===== config.mk =====
export PLATFORM = sky130hd
export DESIGN_NAME = pid_controller_dual_mode_top_flat
export DESIGN_NICKNAME = d
export VERILOG_FILES = /design/src/rtl/pcd_pkg.sv /design/src/rtl/pcd_req_if.sv /design/src/rtl/pcd_rsp_if.sv /design/src/rtl/pcd_mul.sv /design/src/rtl/pcd_div.sv /design/src/rtl/pid_controller_dual_mode_top.sv /design/src/flat_wrapper.sv
export SDC_FILE = /design/constraint.sdc
export NUM_CORES = 2
export LEC_CHECK = 0
export ABC_AREA = 1
export BUFFER_PORTS_ARGS = -buffer_cell sky130_fd_sc_hd__buf_4
export CAP_MARGIN = 15
export CORE_UTILIZATION = 58
export CTS_BUF_LIST = sky130_fd_sc_hd__clkbuf_8 sky130_fd_sc_hd__clkbuf_16
export DETAILED_ROUTE_END_ITERATION = 8
export PLACE_DENSITY_LB_ADDON = 0.15
export SETUP_SLACK_MARGIN = 0.5
export SYNTH_ARGS = -nofsm -noshare
export SYNTH_HDL_FRONTEND = slang
export SYNTH_SLANG_ARGS = --single-unit

===== constraint.sdc =====
create_clock -name clock -period 7.7 [get_ports clock]
set_input_delay 1.155 -clock clock [delete_from_list [all_inputs] [get_ports clock]]
set_output_delay 1.155 -clock clock [all_outputs]
set_load 0.02 [all_outputs]

===== src/rtl/pcd_pkg.sv =====
`default_nettype none
package pcd_pkg;

   // field widths
   localparam int WORD_W  = 32;
   localparam int DT_W    = 16;
   localparam int ALPHA_W = 17;
   localparam int MUL_W   = 33;
   localparam int PROD_W  = 66;
   localparam int SUM_W   = 35;
   localparam int NUM_W   = 35;
   localparam int DVD_W   = NUM_W + DT_W;
   localparam int PADDR_W = 6;
   localparam int PDATA_W = 64;

   localparam logic [ALPHA_W-1:0] ONE_Q16 = 17'd65536;

   // register indexes, paddr[5:3]
   localparam logic [2:0] REG_KP      = 3'd0;
   localparam logic [2:0] REG_KI      = 3'd1;
   localparam logic [2:0] REG_KD      = 3'd2;
   localparam logic [2:0] REG_OUT_LIM = 3'd3;
   localparam logic [2:0] REG_INT_LIM = 3'd4;
   localparam logic [2:0] REG_ALPHA   = 3'd5;
   localparam logic [2:0] REG_MODE    = 3'd6;

   // command codes
   localparam logic CMD_UPDATE = 1'b0;
   localparam logic CMD_CLEAR  = 1'b1;

   typedef enum logic [3:0] {
      ST_IDLE,
      ST_DIV,
      ST_M_FD,
      ST_M_RAW,
      ST_M_EDT,
      ST_M_P,
      ST_M_KIE,
      ST_M_KIEDT,
      ST_M_I,
      ST_M_D,
      ST_SEL,
      ST_M_I2,
      ST_FIN,
      ST_OUT
   } state_type;

   localparam logic signed [PROD_W-1:0] MAX66 = 66'sd2147483647;
   localparam logic signed [PROD_W-1:0] MIN66 = -66'sd2147483648;

   // saturate a wide value to signed 32 bits
   function automatic logic signed [WORD_W-1:0] sat32_f(input logic signed [PROD_W-1:0] x);
      logic signed [WORD_W-1:0] r;
      begin
         if (x > MAX66) begin
            r = 32'sh7FFFFFFF;
         end else if (x < MIN66) begin
            r = 32'sh80000000;
         end else begin
            r = x[WORD_W-1:0];
         end
         return r;
      end
   endfunction

   // q16 product: floor shift by 16, then saturate
   function automatic logic signed [WORD_W-1:0] q16_f(input logic signed [PROD_W-1:0] p);
      logic signed [PROD_W-1:0] s;
      begin
         s = p >>> 16;
         return sat32_f(s);
      end
   endfunction

   // clamp with the minimum tested first
   function automatic logic signed [SUM_W-1:0] clamp_f(input logic signed [SUM_W-1:0] v,
                                                       input logic signed [WORD_W-1:0] lo,
                                                       input logic signed [WORD_W-1:0] hi);
      logic signed [SUM_W-1:0] lo_x;
      logic signed [SUM_W-1:0] hi_x;
      logic signed [SUM_W-1:0] r;
      begin
         lo_x = {{(SUM_W-WORD_W){lo[WORD_W-1]}}, lo};
         hi_x = {{(SUM_W-WORD_W){hi[WORD_W-1]}}, hi};
         if (v < lo_x) begin
            r = lo_x;
         end else if (v > hi_x) begin
            r = hi_x;
         end else begin
            r = v;
         end
         return r;
      end
   endfunction

endpackage
`default_nettype wire


===== src/rtl/pcd_req_if.sv =====
`default_nettype none
interface pcd_req_if;
   logic        valid;
   logic        ready;
   logic        command;
   logic [31:0] reference;
   logic [31:0] measurement;
   logic [15:0] time_step;

   modport source (output valid, command, reference, measurement, time_step, input ready);
   modport sink (input valid, command, reference, measurement, time_step, output ready);
endinterface
`default_nettype wire


===== src/rtl/pcd_rsp_if.sv =====
`default_nettype none
interface pcd_rsp_if;
   logic        valid;
   logic        ready;
   logic [31:0] drive;
   logic        saturated;

   modport source (output valid, drive, saturated, input ready);
   modport sink (input valid, drive, saturated, output ready);
endinterface
`default_nettype wire


===== src/rtl/pcd_mul.sv =====
`default_nettype none
module pcd_mul
   import pcd_pkg::*;
(
   input  wire logic                     clock,
   input  wire logic                     reset,
   input  wire logic                     start,
   input  wire logic signed [MUL_W-1:0]  a,
   input  wire logic signed [MUL_W-1:0]  b,
   output logic                          done,
   output logic signed [PROD_W-1:0]      prod
);

   logic [MUL_W-1:0]  mcand_ff;
   logic [MUL_W-1:0]  hi_ff;
   logic [MUL_W-1:0]  lo_ff;
   logic [5:0]        cnt_ff;
   logic              busy_ff;
   logic              neg_ff;
   logic              done_ff;
   logic signed [PROD_W-1:0] prod_ff;
   logic [MUL_W:0]    sum_in;
   logic [MUL_W-1:0]  abs_a;
   logic [MUL_W-1:0]  abs_b;

   // magnitudes and one shift-add step
   always_comb begin
      abs_a  = a[MUL_W-1] ? (~a + 1'b1) : a;
      abs_b  = b[MUL_W-1] ? (~b + 1'b1) : b;
      sum_in = {1'b0, hi_ff} + (lo_ff[0] ? {1'b0, mcand_ff} : '0);
   end

   // one multiplier bit per cycle, sign fixed at the end
   always_ff @(posedge clock) begin
      if (reset) begin
         busy_ff <= 1'b0;
         done_ff <= 1'b0;
         cnt_ff  <= '0;
      end else begin
         done_ff <= 1'b0;
         if (start) begin
            mcand_ff <= abs_a;
            lo_ff    <= abs_b;
            hi_ff    <= '0;
            neg_ff   <= a[MUL_W-1] ^ b[MUL_W-1];
            cnt_ff   <= 6'(MUL_W);
            busy_ff  <= 1'b1;
         end else if (busy_ff) begin
            if (cnt_ff != '0) begin
               hi_ff  <= sum_in[MUL_W:1];
               lo_ff  <= {sum_in[0], lo_ff[MUL_W-1:1]};
               cnt_ff <= cnt_ff - 1'b1;
            end else begin
               prod_ff <= neg_ff ? -$signed({hi_ff, lo_ff}) : $signed({hi_ff, lo_ff});
               busy_ff <= 1'b0;
               done_ff <= 1'b1;
            end
         end
      end
   end

   assign done = done_ff;
   assign prod = prod_ff;

endmodule
`default_nettype wire


===== src/rtl/pcd_div.sv =====
`default_nettype none
module pcd_div
   import pcd_pkg::*;
(
   input  wire logic                     clock,
   input  wire logic                     reset,
   input  wire logic                     start,
   input  wire logic signed [NUM_W-1:0]  num,
   input  wire logic [DT_W-1:0]          dt,
   output logic                          done,
   output logic signed [WORD_W-1:0]      quot
);

   logic [DVD_W-1:0]  dvd_ff;
   logic [DVD_W-1:0]  quo_ff;
   logic [DT_W-1:0]   rem_ff;
   logic [5:0]        cnt_ff;
   logic              busy_ff;
   logic              neg_ff;
   logic              done_ff;
   logic signed [WORD_W-1:0] quot_ff;
   logic [NUM_W-1:0]  abs_num;
   logic [DT_W:0]     trial;
   logic              fits;
   logic              sat_pos;
   logic              sat_neg;

   // one restoring step
   always_comb begin
      abs_num = num[NUM_W-1] ? (~num + 1'b1) : num;
      trial   = {rem_ff, dvd_ff[DVD_W-1]};
      fits    = (trial >= {1'b0, dt});
      sat_pos = |quo_ff[DVD_W-1:WORD_W-1];
      sat_neg = (|quo_ff[DVD_W-1:WORD_W]) || (quo_ff[WORD_W-1] && (|quo_ff[WORD_W-2:0]));
   end

   // one quotient bit per cycle, truncation toward zero
   always_ff @(posedge clock) begin
      if (reset) begin
         busy_ff <= 1'b0;
         done_ff <= 1'b0;
         cnt_ff  <= '0;
      end else begin
         done_ff <= 1'b0;
         if (start) begin
            dvd_ff  <= {abs_num, {DT_W{1'b0}}};
            quo_ff  <= '0;
            rem_ff  <= '0;
            neg_ff  <= num[NUM_W-1];
            cnt_ff  <= 6'(DVD_W);
            busy_ff <= 1'b1;
         end else if (busy_ff) begin
            if (cnt_ff != '0) begin
               rem_ff <= fits ? DT_W'(trial - {1'b0, dt}) : trial[DT_W-1:0];
               quo_ff <= {quo_ff[DVD_W-2:0], fits};
               dvd_ff <= {dvd_ff[DVD_W-2:0], 1'b0};
               cnt_ff <= cnt_ff - 1'b1;
            end else begin
               if (neg_ff) begin
                  quot_ff <= sat_neg ? 32'sh80000000 : -$signed(quo_ff[WORD_W-1:0]);
               end else begin
                  quot_ff <= sat_pos ? 32'sh7FFFFFFF : $signed(quo_ff[WORD_W-1:0]);
               end
               busy_ff <= 1'b0;
               done_ff <= 1'b1;
            end
         end
      end
   end

   assign done = done_ff;
   assign quot = quot_ff;

endmodule
`default_nettype wire


===== src/rtl/pid_controller_dual_mode_top.sv =====
// channel   | direction | payload                                   | transfer
// req_ch    | in        | command, reference, measurement, time_step | valid & ready
// rsp_ch    | out       | drive, saturated                           | valid & ready
// csr (apb) | in        | 64-bit registers at 8*index                | psel & penable & pwrite
//
// an update item runs one serial divide and seven serial multiplies, the
// multiplies on one shared shift-add unit, all back to back. clear and zero
// time step items skip the arithmetic. one item in flight at a time;
// the next is taken while the last result waits in the output register.
// reset (synchronous) clears registers and controller state.
`default_nettype none
module pid_controller_dual_mode_top
   import pcd_pkg::*;
(
   input  wire logic                clock,
   input  wire logic                reset,
   pcd_req_if.sink                  req_ch,
   pcd_rsp_if.source                rsp_ch,
   input  wire logic                psel,
   input  wire logic                penable,
   input  wire logic                pwrite,
   input  wire logic [PADDR_W-1:0]  paddr,
   input  wire logic [PDATA_W-1:0]  pwdata,
   output logic [PDATA_W-1:0]       prdata,
   output logic                     pready
);

   // configuration
   logic [WORD_W-1:0]  kp_ff, ki_ff, kd_ff;
   logic [63:0]        out_lim_ff, int_lim_ff;
   logic [ALPHA_W-1:0] alpha_ff;
   logic [1:0]         mode_ff;

   // controller state
   logic signed [WORD_W-1:0] iacc_ff, le_ff, oe_ff, lm_ff, ld_ff, fd_ff;

   // work registers
   logic signed [WORD_W-1:0] err_ff, meas_ff, raw_ff, deriv_ff, cand_ff, sel_ff;
   logic signed [WORD_W-1:0] pterm_ff, kie_ff, iterm_ff, dterm_ff;
   logic [DT_W-1:0]          dt_ff;
   logic signed [PROD_W-1:0] pfd_ff;
   logic signed [WORD_W-1:0] res_drive_ff;
   logic                     res_sat_ff;
   logic                     issued_ff, issued_in;
   state_type                state_ff, state_in;

   // output register
   logic                     rsp_valid_ff;
   logic [WORD_W-1:0]        rsp_drive_ff;
   logic                     rsp_sat_ff;

   // shared units
   logic                     mul_start, mul_done, div_start, div_done;
   logic signed [MUL_W-1:0]  mul_a, mul_b;
   logic signed [PROD_W-1:0] mul_prod;
   logic signed [NUM_W-1:0]  div_num;
   logic signed [WORD_W-1:0] div_quot;

   // combinational helpers
   logic                     incr, aw, csr_wr, req_take, out_load;
   logic [ALPHA_W-1:0]       alpha_eff, alpha_rest;
   logic signed [WORD_W-1:0] out_min, out_max, int_min, int_max;
   logic signed [WORD_W-1:0] q16_prod, err_in, sel_in;
   logic signed [PROD_W-1:0] ref_minus;
   logic signed [PROD_W-1:0] deriv_sum;
   logic signed [PROD_W-1:0] cand_sum;
   logic signed [SUM_W-1:0]  unsat_c, drive_c, cand_cl;
   logic signed [SUM_W-1:0]  out_min_x, out_max_x;
   logic signed [MUL_W-1:0]  err_diff;

   assign incr      = mode_ff[0];
   assign aw        = mode_ff[1];
   assign alpha_eff = (alpha_ff > ONE_Q16) ? ONE_Q16 : alpha_ff;
   assign alpha_rest = ONE_Q16 - alpha_eff;
   assign out_min   = out_lim_ff[31:0];
   assign out_max   = out_lim_ff[63:32];
   assign int_min   = int_lim_ff[31:0];
   assign int_max   = int_lim_ff[63:32];
   assign csr_wr    = psel && penable && pwrite;
   assign pready    = 1'b1;
   assign req_take  = req_ch.valid && req_ch.ready;
   assign out_load  = (state_ff == ST_OUT) && (!rsp_valid_ff || rsp_ch.ready);

   // configuration write
   always_ff @(posedge clock) begin
      if (reset) begin
         kp_ff <= '0; ki_ff <= '0; kd_ff <= '0;
         out_lim_ff <= '0; int_lim_ff <= '0; alpha_ff <= '0; mode_ff <= '0;
      end else if (csr_wr) begin
         case (paddr[5:3])
            REG_KP:      kp_ff      <= pwdata[31:0];
            REG_KI:      ki_ff      <= pwdata[31:0];
            REG_KD:      kd_ff      <= pwdata[31:0];
            REG_OUT_LIM: out_lim_ff <= pwdata;
            REG_INT_LIM: int_lim_ff <= pwdata;
            REG_ALPHA:   alpha_ff   <= pwdata[ALPHA_W-1:0];
            REG_MODE:    mode_ff    <= pwdata[1:0];
            default:     ;
         endcase
      end
   end

   // configuration read
   always_comb begin
      case (paddr[5:3])
         REG_KP:      prdata = {32'd0, kp_ff};
         REG_KI:      prdata = {32'd0, ki_ff};
         REG_KD:      prdata = {32'd0, kd_ff};
         REG_OUT_LIM: prdata = out_lim_ff;
         REG_INT_LIM: prdata = int_lim_ff;
         REG_ALPHA:   prdata = {47'd0, alpha_ff};
         REG_MODE:    prdata = {62'd0, mode_ff};
         default:     prdata = '0;
      endcase
   end

   // error, sums and clamps
   always_comb begin
      out_min_x = {{3{out_min[31]}}, out_min};
      out_max_x = {{3{out_max[31]}}, out_max};
      ref_minus = {{34{req_ch.reference[31]}}, req_ch.reference}
                - {{34{req_ch.measurement[31]}}, req_ch.measurement};
      err_in    = sat32_f(ref_minus);
      err_diff  = {err_ff[31], err_ff} - {le_ff[31], le_ff};
      q16_prod  = q16_f(mul_prod);
      deriv_sum = (pfd_ff + mul_prod) >>> 16;
      cand_sum  = {{34{iacc_ff[31]}}, iacc_ff} + {{34{q16_prod[31]}}, q16_prod};
      if (incr) begin
         div_num = {{3{err_ff[31]}}, err_ff} - {{2{le_ff[31]}}, le_ff, 1'b0}
                 + {{3{oe_ff[31]}}, oe_ff};
         unsat_c = {{3{ld_ff[31]}}, ld_ff} + {{3{pterm_ff[31]}}, pterm_ff}
                 + {{3{iterm_ff[31]}}, iterm_ff} + {{3{dterm_ff[31]}}, dterm_ff};
      end else begin
         div_num = {{3{lm_ff[31]}}, lm_ff} - {{3{meas_ff[31]}}, meas_ff};
         unsat_c = {{3{pterm_ff[31]}}, pterm_ff}
                 + {{3{iterm_ff[31]}}, iterm_ff} + {{3{dterm_ff[31]}}, dterm_ff};
      end
      drive_c = clamp_f(unsat_c, out_min, out_max);
      cand_cl = clamp_f({{3{cand_ff[31]}}, cand_ff}, int_min, int_max);
      // with anti-windup on and the output clamped, keep the old integral unless the error pulls back inside the limits
      if (aw && (unsat_c != drive_c)
          && !((unsat_c > out_max_x && err_ff[31])
               || (unsat_c < out_min_x && !err_ff[31] && err_ff != '0))) begin
         sel_in = iacc_ff;
      end else begin
         sel_in = cand_cl[WORD_W-1:0];
      end
   end

   // multiplier operand select
   always_comb begin
      mul_a = '0;
      mul_b = '0;
      case (state_ff)
         ST_M_FD:    begin mul_a = {16'd0, alpha_eff};  mul_b = {fd_ff[31], fd_ff}; end
         ST_M_RAW:   begin mul_a = {16'd0, alpha_rest}; mul_b = {raw_ff[31], raw_ff}; end
         ST_M_EDT:   begin mul_a = {err_ff[31], err_ff}; mul_b = {17'd0, dt_ff}; end
         ST_M_P:     begin
            mul_a = {kp_ff[31], kp_ff};
            mul_b = incr ? err_diff : {err_ff[31], err_ff};
         end
         ST_M_KIE:   begin mul_a = {ki_ff[31], ki_ff}; mul_b = {err_ff[31], err_ff}; end
         ST_M_KIEDT: begin mul_a = {kie_ff[31], kie_ff}; mul_b = {17'd0, dt_ff}; end
         ST_M_I:     begin mul_a = {ki_ff[31], ki_ff}; mul_b = {cand_ff[31], cand_ff}; end
         ST_M_D:     begin mul_a = {kd_ff[31], kd_ff}; mul_b = {deriv_ff[31], deriv_ff}; end
         ST_M_I2:    begin mul_a = {ki_ff[31], ki_ff}; mul_b = {sel_ff[31], sel_ff}; end
         default:    ;
      endcase
   end

   // sequencer next state
   always_comb begin
      state_in  = state_ff;
      issued_in = issued_ff;
      mul_start = 1'b0;
      div_start = 1'b0;
      case (state_ff)
         ST_IDLE: begin
            if (req_take) begin
               if (req_ch.command == CMD_CLEAR || req_ch.time_step == '0) begin
                  state_in = ST_OUT;
               end else begin
                  state_in = ST_DIV;
               end
            end
         end
         ST_DIV: begin
            div_start = !issued_ff;
            issued_in = 1'b1;
            if (div_done) begin
               issued_in = 1'b0;
               state_in  = ST_M_FD;
            end
         end
         ST_M_FD, ST_M_RAW, ST_M_EDT, ST_M_P, ST_M_KIE, ST_M_KIEDT,
         ST_M_I, ST_M_D, ST_M_I2: begin
            mul_start = !issued_ff;
            issued_in = 1'b1;
            if (mul_done) begin
               issued_in = 1'b0;
               case (state_ff)
                  ST_M_FD:    state_in = ST_M_RAW;
                  ST_M_RAW:   state_in = ST_M_EDT;
                  ST_M_EDT:   state_in = ST_M_P;
                  ST_M_P:     state_in = incr ? ST_M_KIE : ST_M_I;
                  ST_M_KIE:   state_in = ST_M_KIEDT;
                  ST_M_KIEDT: state_in = ST_M_D;
                  ST_M_I:     state_in = ST_M_D;
                  ST_M_D:     state_in = ST_SEL;
                  default:    state_in = ST_FIN;
               endcase
            end
         end
         ST_SEL:  state_in = incr ? ST_FIN : ST_M_I2;
         ST_FIN:  state_in = ST_OUT;
         ST_OUT:  if (out_load) state_in = ST_IDLE;
         default: state_in = ST_IDLE;
      endcase
   end

   always_ff @(posedge clock) begin
      if (reset) begin
         state_ff  <= ST_IDLE;
         issued_ff <= 1'b0;
      end else begin
         state_ff  <= state_in;
         issued_ff <= issued_in;
      end
   end

   // datapath and controller state
   always_ff @(posedge clock) begin
      if (reset) begin
         iacc_ff <= '0; le_ff <= '0; oe_ff <= '0;
         lm_ff <= '0; ld_ff <= '0; fd_ff <= '0;
      end else begin
         case (state_ff)
            ST_IDLE: begin
               if (req_take) begin
                  err_ff  <= err_in;
                  meas_ff <= req_ch.measurement;
                  dt_ff   <= req_ch.time_step;
                  if (req_ch.command == CMD_CLEAR) begin
                     iacc_ff <= '0; le_ff <= '0; oe_ff <= '0;
                     lm_ff <= '0; ld_ff <= '0; fd_ff <= '0;
                     res_drive_ff <= '0;
                  end else begin
                     res_drive_ff <= ld_ff;
                  end
                  res_sat_ff <= 1'b0;
               end
            end
            ST_DIV:     if (div_done) raw_ff <= div_quot;
            ST_M_FD:    if (mul_done) pfd_ff <= mul_prod;
            ST_M_RAW: begin
               if (mul_done) begin
                  deriv_ff <= sat32_f(deriv_sum);
                  fd_ff    <= sat32_f(deriv_sum);
               end
            end
            ST_M_EDT:   if (mul_done) cand_ff <= sat32_f(cand_sum);
            ST_M_P:     if (mul_done) pterm_ff <= q16_prod;
            ST_M_KIE:   if (mul_done) kie_ff <= q16_prod;
            ST_M_KIEDT: if (mul_done) iterm_ff <= q16_prod;
            ST_M_I:     if (mul_done) iterm_ff <= q16_prod;
            ST_M_D:     if (mul_done) dterm_ff <= q16_prod;
            ST_M_I2:    if (mul_done) iterm_ff <= q16_prod;
            ST_SEL: begin
               sel_ff  <= sel_in;
               iacc_ff <= sel_in;
            end
            ST_FIN: begin
               res_drive_ff <= drive_c[WORD_W-1:0];
               res_sat_ff   <= (unsat_c != drive_c);
               ld_ff        <= drive_c[WORD_W-1:0];
               oe_ff        <= le_ff;
               le_ff        <= err_ff;
               lm_ff        <= meas_ff;
            end
            default: ;
         endcase
      end
   end

   // output register
   always_ff @(posedge clock) begin
      if (reset) begin
         rsp_valid_ff <= 1'b0;
      end else if (out_load) begin
         rsp_valid_ff <= 1'b1;
         rsp_drive_ff <= res_drive_ff;
         rsp_sat_ff   <= res_sat_ff;
      end else if (rsp_ch.ready) begin
         rsp_valid_ff <= 1'b0;
      end
   end

   assign req_ch.ready     = (state_ff == ST_IDLE);
   assign rsp_ch.valid     = rsp_valid_ff;
   assign rsp_ch.drive     = rsp_drive_ff;
   assign rsp_ch.saturated = rsp_sat_ff;

   pcd_mul u_mul (
      .clock (clock),
      .reset (reset),
      .start (mul_start),
      .a     (mul_a),
      .b     (mul_b),
      .done  (mul_done),
      .prod  (mul_prod)
   );

   pcd_div u_div (
      .clock (clock),
      .reset (reset),
      .start (div_start),
      .num   (div_num),
      .dt    (dt_ff),
      .done  (div_done),
      .quot  (div_quot)
   );

endmodule
`default_nettype wire

===== src/flat_wrapper.sv =====
// flat-port wrapper written by rule: the top's interface ports become plain ports
module pid_controller_dual_mode_top_flat import pcd_pkg::*;
  (clock, reset, psel, penable, pwrite, paddr, pwdata, prdata, pready, req_ch_valid, req_ch_command, req_ch_reference, req_ch_measurement, req_ch_time_step, req_ch_ready, rsp_ch_valid, rsp_ch_drive, rsp_ch_saturated, rsp_ch_ready);
  pcd_req_if req_ch_i ();
  pcd_rsp_if rsp_ch_i ();
  input  wire logic clock;
  input  wire logic reset;
  input  wire logic psel;
  input  wire logic penable;
  input  wire logic pwrite;
  input  wire logic [PADDR_W-1:0] paddr;
  input  wire logic [PDATA_W-1:0] pwdata;
  output logic [PDATA_W-1:0] prdata;
  output logic pready;
  input wire logic [$bits(req_ch_i.valid)-1:0] req_ch_valid;
  input wire logic [$bits(req_ch_i.command)-1:0] req_ch_command;
  input wire logic [$bits(req_ch_i.reference)-1:0] req_ch_reference;
  input wire logic [$bits(req_ch_i.measurement)-1:0] req_ch_measurement;
  input wire logic [$bits(req_ch_i.time_step)-1:0] req_ch_time_step;
  output wire logic [$bits(req_ch_i.ready)-1:0] req_ch_ready;
  output wire logic [$bits(rsp_ch_i.valid)-1:0] rsp_ch_valid;
  output wire logic [$bits(rsp_ch_i.drive)-1:0] rsp_ch_drive;
  output wire logic [$bits(rsp_ch_i.saturated)-1:0] rsp_ch_saturated;
  input wire logic [$bits(rsp_ch_i.ready)-1:0] rsp_ch_ready;
  assign req_ch_i.valid = req_ch_valid;
  assign req_ch_i.command = req_ch_command;
  assign req_ch_i.reference = req_ch_reference;
  assign req_ch_i.measurement = req_ch_measurement;
  assign req_ch_i.time_step = req_ch_time_step;
  assign req_ch_ready = req_ch_i.ready;
  assign rsp_ch_valid = rsp_ch_i.valid;
  assign rsp_ch_drive = rsp_ch_i.drive;
  assign rsp_ch_saturated = rsp_ch_i.saturated;
  assign rsp_ch_i.ready = rsp_ch_ready;
  pid_controller_dual_mode_top u_core (.clock(clock), .reset(reset), .req_ch(req_ch_i), .rsp_ch(rsp_ch_i), .psel(psel), .penable(penable), .pwrite(pwrite), .paddr(paddr), .pwdata(pwdata), .prdata(prdata), .pready(pready));
endmodule

==> impl_metrics.yaml <==
clocking:
  ctsHoldBuffers: 0
  clk-insertion-delay-late_ps: 820
  cts_root_buf: "clkbuf_16"
  numCtsBuffers: 138
  cts.sinks: 1226
  clk_path_buf_depth: 3
  cts_tree: "built"
  clkTransAtPathRegs_ps: 60
  htreeDepth: 4
timing:
  drv_slew: 24
  slew_headroom_pct: -4.10
  period_minus_slack_ps: 8230
  min_period_over_period_pct: 107
  tightest_slew_ps: 1560
  setup_viol: 71
  skew_ps: 40.6
  fmax_ghz: 0.122
  rsz0062_at_grt: "yes"
  hold_slack_ps: 416
  final.setup.worst_slack_ps: -526
  hold_viol: 0
worst_setup_path:
  cpPeakStageDelay_ps: 490
  rrSetupSlack_ps: -530
  critPathMostFrequentCell: "nand2_2"
  critPathKind: "flip-flop to flip-flop"
  crit_fanout: 5
  cp.required_ps: 8260
  worst-path-buf-inv: 11
  startpoint_type: "flip-flop"
  arrival_ps: 8790
  cp_slowest_cell: "fa_1"
  end_kind: "flip-flop"
  crit_family: "simple AND/OR/NAND/NOR gates"
global_route:
  antenna_found_initial: 30
  track_usage_pct: 45.3
  grt_pass1_vias: 76800
  grtUsageMet2_pct: 68.1
  busiest_layer: "met2"
  grt_util_met3_pct: 12.2
  gr-total-overflow: 0
  grt_max_degree: 163
  grt_pass1_wl_microns: 477000
  met1_usage_pct: 54.1
logic_synthesis:
  synth.most_common_cell: "nand2_1"
  synthTopCellsByCount: "2,341 x nand2_1, 1,347 x inv_1, 1,026 x a21oi_1"
  synth.avg_cell_area_sq_um: 7.68
  syn_nets: 11400
  yosysTopAreaCell: "edfxtp_1"
  synth-async-reset-ratio_pct: 0
  synth_edf_count: 769
  netlist_area_sq_um: 82100
  yosysSeqAreaShare_pct: 39.3
  synthCells: 10700
  synth-seq-cells: 1226
  ys.flop_type: "edfxtp_1"
  synth_area_leaders: "edfxtp_1 28%, dfxtp_1 11%, nand2_1 11%"
  yosysUniqueCellTypes: 76
  synth_top_area_share_pct: 28.1
  yosys_warnings: 0
placement:
  dp_hpwl_microns: 251000
  gp_congestion: 1.09
  place_area_sq_um: 88300
  pre_cts_slack_ps: -701
  portBuffers: 253
floorplanning:
  io_pins: 258
  die_h_microns: 378
  coreArea_sq_um: 140000
  start_util_pct: 58.7
  die_w_microns: 378
  dieArea_sq_um: 143000
  num_rows: 137
job:
  drv_cap: 1
routing:
  wl_per_cell_microns: 25.3
  drc: 0
  vias: 82600
  drt-total-wl_microns: 334000
  ant_nets: 0
  first_pass_iters: 6
  drt_iter0_drc: 10800
  viasPerCell: 6.25
power_and_ir_drop:
  vdd_drop_max_mv: 0.227
  power.total_w: 0.0243
  p_leak_nw: 41.4
  powerDensity_nw_per_um2: 254
outcome:
  violations: "max-capacitance violations, max-slew violations, negative setup slack"
  status: "finished, violations left"
worst_hold_path:
  hold_path.class: "flip-flop to flip-flop"
finish:
  drive_above_1_share_pct: 12.7
  multi_input_area_sq_um: 45100
  fill_cells: 11600
  postLayoutCellArea_sq_um: 95800
  area_growth_pct: 16.8
  num-nets-final: 12000
  seqCellArea_sq_um: 32200
[power by group]
group	total, W	internal (W)	switching, W
Combinational	0.00894	0.00287	0.00608
Clock	0.00673	0.00375	0.00298
Sequential	0.00862	0.00799	0.000634
[routing by layer]
metal  vias up  part of all wire [%]
met5         -                 0.035
met4        18                    10
met3      1409                    12
met2      5217                    43
met1     38500                    36
li1      37400                     -
[layout by cell type (no fill, tap or decap), types with 24 or more instances in the layout]
cell type,count
a211oi_1,25
a21o_1,45
a21oi_1,986
a21oi_2,39
a221oi_1,62
a31oi_1,56
and2_1,24
buf_12,25
buf_4,649
buf_6,56
clkbuf_16,141
dfxtp_1,456
edfxtp_1,769
fa_1,42
ha_1,531
inv_1,1353
inv_2,26
nand2_1,2230
nand2_2,79
nand2_4,49
nand3_1,540
nand3_2,67
nand4_1,132
nor2_1,783
nor2_2,43
nor3_1,82
nor4_1,62
o2111ai_1,25
o211ai_1,40
o21a_1,52
o21ai_0,833
o21ai_1,59
o21bai_1,77
o221ai_1,37
o22ai_1,81
xnor2_1,121
xor2_1,232
[worst reg2reg max path: cells and delay by family, from the launching register on]
| kind | cells | cell delay (ps) |
|---|---|---|
| AO/OA/AOI/OAI | 7 | 890 |
| XOR/XNOR | 1 | 210 |
| adder cells (fa/ha/maj) | 5 | 1580 |
| buffers and inverters | 11 | 1010 |
| flip-flops | 1 | 360 |
| AND/OR/NAND/NOR | 37 | 3950 |
[sequential cells by signal, summed over array words and instances, names as in the netlist, 33 cells and up]
register and flops:
u_core.out_lim_ff 64, u_core.u_mul.lo_ff 33, u_core.u_div.quo_ff 51, u_core.u_div.dvd_ff 35, u_core.u_mul.mcand_ff 33, u_core.u_mul.prod 66
u_core.u_mul.hi_ff 33, u_core.int_lim_ff 64, u_core.pfd_ff 66
[logic make-up (layout without fill, tap and decap cells)]
kind of cell,count (synthesis),in the layout,synth area share (%)
AND/OR/NAND/NOR,4225,4225,21.9
AO/OA/AOI/OAI,2554,2554,17.5
buffers and inverters,1721,2368,8.05
flip-flops,1226,1226,39.3
adder cells (fa/ha/maj),591,591,9.41
XOR/XNOR,356,356,3.80
multiplexers,3,3,0.0366
other,2,15,0.00915
[cell type report]
cell class | instances | share of cell area (%)
Antenna cell | 13 | 0.0340
Clock buffer | 160 | 3.96
Multi-Input combinational cell | 7731 | 47.0
Sequential cell | 1226 | 33.7
Tap cell | 1876 | 2.45
Inverter | 1366 | 5.37
Timing Repair Buffer | 745 | 6.62
Clock inverter | 97 | 0.878
[metrics by stage]
stage	setup TNS (ps)	instances	util (%)
floorplan	0	10700	-
global placement	-35200	12900	63.2
detailed placement	-41810	12900	63.2
CTS	-6910	13200	67.5
global route	-61390	13200	68.5
finish	-27130	13200	68.5
[path summary, 6_finish.rpt]
check	from	endpoint	cells after the start
max	u_core.pterm_ff[1]	u_core.sel_ff[3]	61
min	u_core.u_div.quot[20]	u_core.raw_ff[20]	0
max reg2reg	u_core.pterm_ff[1]	u_core.sel_ff[3]	61
min reg2reg	u_core.u_div.quot[20]	u_core.raw_ff[20]	0
[repair_timing]
| item | CTS | global route |
|---|---|---|
| pin swaps | 72 | 123 |
| setup endpoints to repair | 129 | 131 |
| gates cloned | 8 | 0 |
| gates resized for setup | 211 | 295 |
| setup buffers | 55 | 16 |
| endpoints found under the hold margin | 0 | 0 |
(Power assumes the default switching activity.)
